<file path="config.mk">
export PLATFORM = sky130hd
export DESIGN_NAME = lzmf_cell
export DESIGN_NICKNAME = d
export VERILOG_FILES = /design/src/rtl/lzmf_pkg.sv /design/src/rtl/lzmf_cell.sv
export SDC_FILE = /design/constraint.sdc
export NUM_CORES = 1
export LEC_CHECK = 0
export ABC_CLOCK_PERIOD_IN_PS = 2270
export BUFFER_PORTS_ARGS = -buffer_cell sky130_fd_sc_hd__buf_2
export CORE_UTILIZATION = 41
export CTS_CLUSTER_SIZE = 16
export DETAILED_ROUTE_END_ITERATION = 6
export PLACE_DENSITY = 0.81
export SLEW_MARGIN = 5
export SYNTH_ARGS = -nofsm -noshare
export SYNTH_HDL_FRONTEND = slang
export SYNTH_SLANG_ARGS = --single-unit
</file>
<file path="constraint.sdc">
create_clock -name clk -period 2.27 [get_ports clk]
set_input_delay 0.227 -clock clk [delete_from_list [all_inputs] [get_ports clk]]
set_output_delay 0.227 -clock clk [all_outputs]
set_load 0.01 [all_outputs]
</file>
<file path="src/rtl/lzmf_pkg.sv">
// Package with shared types and codes for the LZ77 candidate match finder.
`default_nettype none
package lzmf_pkg;
	typedef enum logic [1:0] {
		MODE_WRITE  = 2'd0,
		MODE_APPEND = 2'd1,
		MODE_DROP   = 2'd2,
		MODE_QUERY  = 2'd3
	} mode_t;

	typedef enum logic [2:0] {
		ST_IDLE,
		ST_LOAD,
		ST_RD,
		ST_CMP,
		ST_NEXT,
		ST_DONE
	} state_t;

	localparam int unsigned LEN_W = 9;
	localparam int unsigned POS_W = 12;
	localparam int unsigned BYTE_W = 8;
endpackage
`default_nettype wire

</file>
<file path="src/rtl/lzmf_cell.sv">
// One cell of the candidate chain: holds a candidate position and passes it on.
`default_nettype none
module lzmf_cell
	import lzmf_pkg::*;
(
	input  wire logic             clk,
	input  wire logic             load,
	input  wire logic             shift,
	input  wire logic [POS_W-1:0] load_pos,
	input  wire logic [POS_W-1:0] prev_pos,
	output logic      [POS_W-1:0] pos_q
);
	always_ff @(posedge clk) begin
		if (load) begin
			pos_q <= load_pos;
		end else if (shift) begin
			pos_q <= prev_pos;
		end
	end
endmodule
`default_nettype wire

</file>
Word level (Yosys, flattened, before mapping)
Cells that the tools add are included.

Input bits: 27. Logic and storage cells: 4. Register bits: 12. Output and inout bits: 12.

Muxes and demuxes: 2. Reduce and logical (&&, ||, !) cells: 1.

Operator list (count): two-way mux 12 bit (2); nonzero test 2 bit (1).

Logic depth before layout (Yosys ltp)
Depth in word-level cells: 2. Mapped depth: 2. Gate-level depth less buffers: 1.

Least setup slack after synthesis
Ideal clock, no wire load.

Path kind: input port to flip-flop. Start point: input port load. End point: register pos_q[0] (enable). Path buffers: 1. Setup time: 281 ps. Arrival: 757 ps. Slack: 1232 ps. Stages on the path: 2. Cell sequence: buf_6 or2_2.

Cells in the longest elaborated chain, start to end: 1.

RTL lines: from (decl) (line lzmf_cell.sv:7) `input wire logic load,`; nonzero test 2 bit (no line); to (signal assigned) (line lzmf_cell.sv:15) `pos_q <= load_pos;`; to (signal assigned) (line lzmf_cell.sv:17) `pos_q <= prev_pos;`; to (decl) (line lzmf_cell.sv:11) `output logic [POS_W-1:0] pos_q`.

Every way passes these cells. A chain may end at the register's enable or synchronous reset.

Worst setup path in the final report
Start point: register pos_q[5]. End point: output port pos_q[5].

No word-level cell between the ends.

==> impl_metrics.toml <==
[floorplanning]
start_util_pct = 46.7
die-height_um = 38.5
fp.coreArea_um2 = 1170
io_pins = 39
dieArea_um2 = 1480
fp.dieW_um = 38.5
rows = 12

[timing]
fmax_mhz = 984
fin_crit_sh_pct = 44.8
slew_headroom_pct = 76.6
slew_violations = 0
worst_pin_slew_ns = 0.351
holdWs_ns = 0.252
period_needed_ns = 1.02
tns_ns = 0
finalSetupViolCount = 0
hold_viol_final = 0
rsz0062_at_grt = "false"

[drt]
highest_layer = "met4"
drt-met1-wl_um = 287
avgViaCountPerCell = 4.58
dr_wl_met3_um = 69
detail-route-antenna-nets = 0
vias = 366
routed_wl_um = 907
drtIter0Drc = 4
dr_wl_met2_um = 542
drc = 0
drtPass1Iterations = 3
wire_per_inst_um = 11.3

[critical_path]
crit_chain = "buf_2"
crit_arrival_ns = 0.79
cp-start-kind = "flop"
end_kind = "output pin"
cp_top_family = "flip-flops"
max_stage_delay_ns = 0.37
crit_buf_inv = 1
cp.required_ns = 2.04
setup.worst_path.class = "reg2out"
crit_fanout = 1
slowest_stage = "edfxtp_1"

[layout]
nFillCells = 83
multi_input_area_um2 = 175
layout_common_cells = "buf_2 (38), edfxtp_1 (12), mux2_4 (9), mux2_2 (3), clkbuf_4 (3)"
reg.largest.list = "pos_q (12)"
nets = 95
seqCellArea_um2 = 360
final_common_cell = "buf_2"
synthToLayoutAreaGrowth_pct = 40.0
n_antenna_cell = 0
drive_gt1_share_pct = 81.8
largest_reg_flops = 12
top_register = "pos_q"

[global_route]
grt_usage_pct = 14.9
antenna_found_initial = 0
grt_pass1_vias = 340
grt_overflow = 0
grt_pass1_wl_mm = 1.37
grt_start_max_net_pins = 14

[min_path]
hold_end = "pos_q[8]"
hold_path.class = "in2reg"
holdCritStartpoint = "load_pos[8]"
worstHoldPathCells = 2

[yosys]
synth_compound_area_share_pct = 0
synth_warnings = 0
synth_area_um2 = 547
synthMuxAreaShare_pct = 30.9
synthTopCellsByArea = "edfxtp_1 (66%), mux2_4 (25%), mux2_2 (6.2%)"
syn-num-nets = 53
yosysTopAreaCellShare_pct = 65.9
synthCells = 26
yosysSeqAreaShare_pct = 65.9
synth_top_family_by_area = "multiplexers"
yosysTopAreaCell = "edfxtp_1"
synth_area_per_cell_um2 = 21.0
ys_ff_latch = 12
synth-simple-area-share_pct = 1.14
synth_adder_area_share_pct = 0
ys_types = 5
synth-xor-area-share_pct = 0

[clock_network]
cts-resized-gates = 0
cts_hold_buf = 0
post_cts_buffers = 0
cts.sinks = 12
cts_tree = "built"
clk_pin_slew_worst_paths_ns = 0.08
clock_path_buffers = 2
numCtsBuffers = 3
htree_levels = 1
ctsRootBufferMaster = "clkbuf_4"

[place]
port-buffer-count = 38
dp_hpwl_um = 735
gp_congestion = 0.571

[power]
power_density_nw_per_um2 = 648
leakage_nw = 0.374
vdd_drop_max_mv = 0.322

[run_status]
status = "completed"

[flow_run]
max_cap_violations = 0
[worst max path at each step]
stage,depth (start not counted),slack (ns),from,to
after global routing,1,1.23,pos_q[9],pos_q[9]
after global placement,2,1.06,load,pos_q[2]
after floorplan,2,1.23,load,pos_q[0]
after detailed placement,2,1.02,load,pos_q[9]
after CTS,1,1.25,pos_q[5],pos_q[5]
final,1,1.25,pos_q[5],pos_q[5]
[cell usage after synthesis]
cell type  instances
edfxtp_1          12
mux2_2             3
mux2_4             9
or2_2              1
buf_6              1
[report_power, final]
part / internal [mW] / total (mW) / leakage [nW] / switching [mW]
Sequential: 0.272 / 0.277 / 0.122 / 0.00491
Combinational: 0.0539 / 0.0924 / 0.238 / 0.0386
Clock: 0.0613 / 0.127 / 0.0138 / 0.0660
Total: 0.387 / 0.496 / 0.374 / 0.110
[metrics by stage]
step	instance area, um^2	power, mW	setup WS, ns	util (%)	instances
6_report	766	0.496	1.25	65.4	80
4_1_cts	766	0.502	1.25	65.4	80
2_1_floorplan	547	0.331	1.23	-	26
5_1_grt	766	0.517	1.23	65.4	80
3_5_place_dp	743	0.376	1.02	63.5	77
3_3_place_gp	743	0.373	1.06	63.5	77
[area by class of cell]
cell class,count,area share [%]
Sequential cell,12,47.1
Timing Repair Buffer,38,24.8
Multi-Input combinational cell,13,22.9
Clock buffer,3,2.94
Tap cell,14,2.29
[logic make-up after synthesis]
kind of cell / after synthesis
buffers and inverters: 1
DFF: 12
muxes: 12
and+or+nand+nor: 1
[per-layer routing]
metal	global-route usage (%)	vias to the layer above
met1	13.7	161
met2	26.7	22
met5	0	-
met4	10.3	0
met3	5.23	2
li1	-	181
Power figures use the tool's default switching activity.
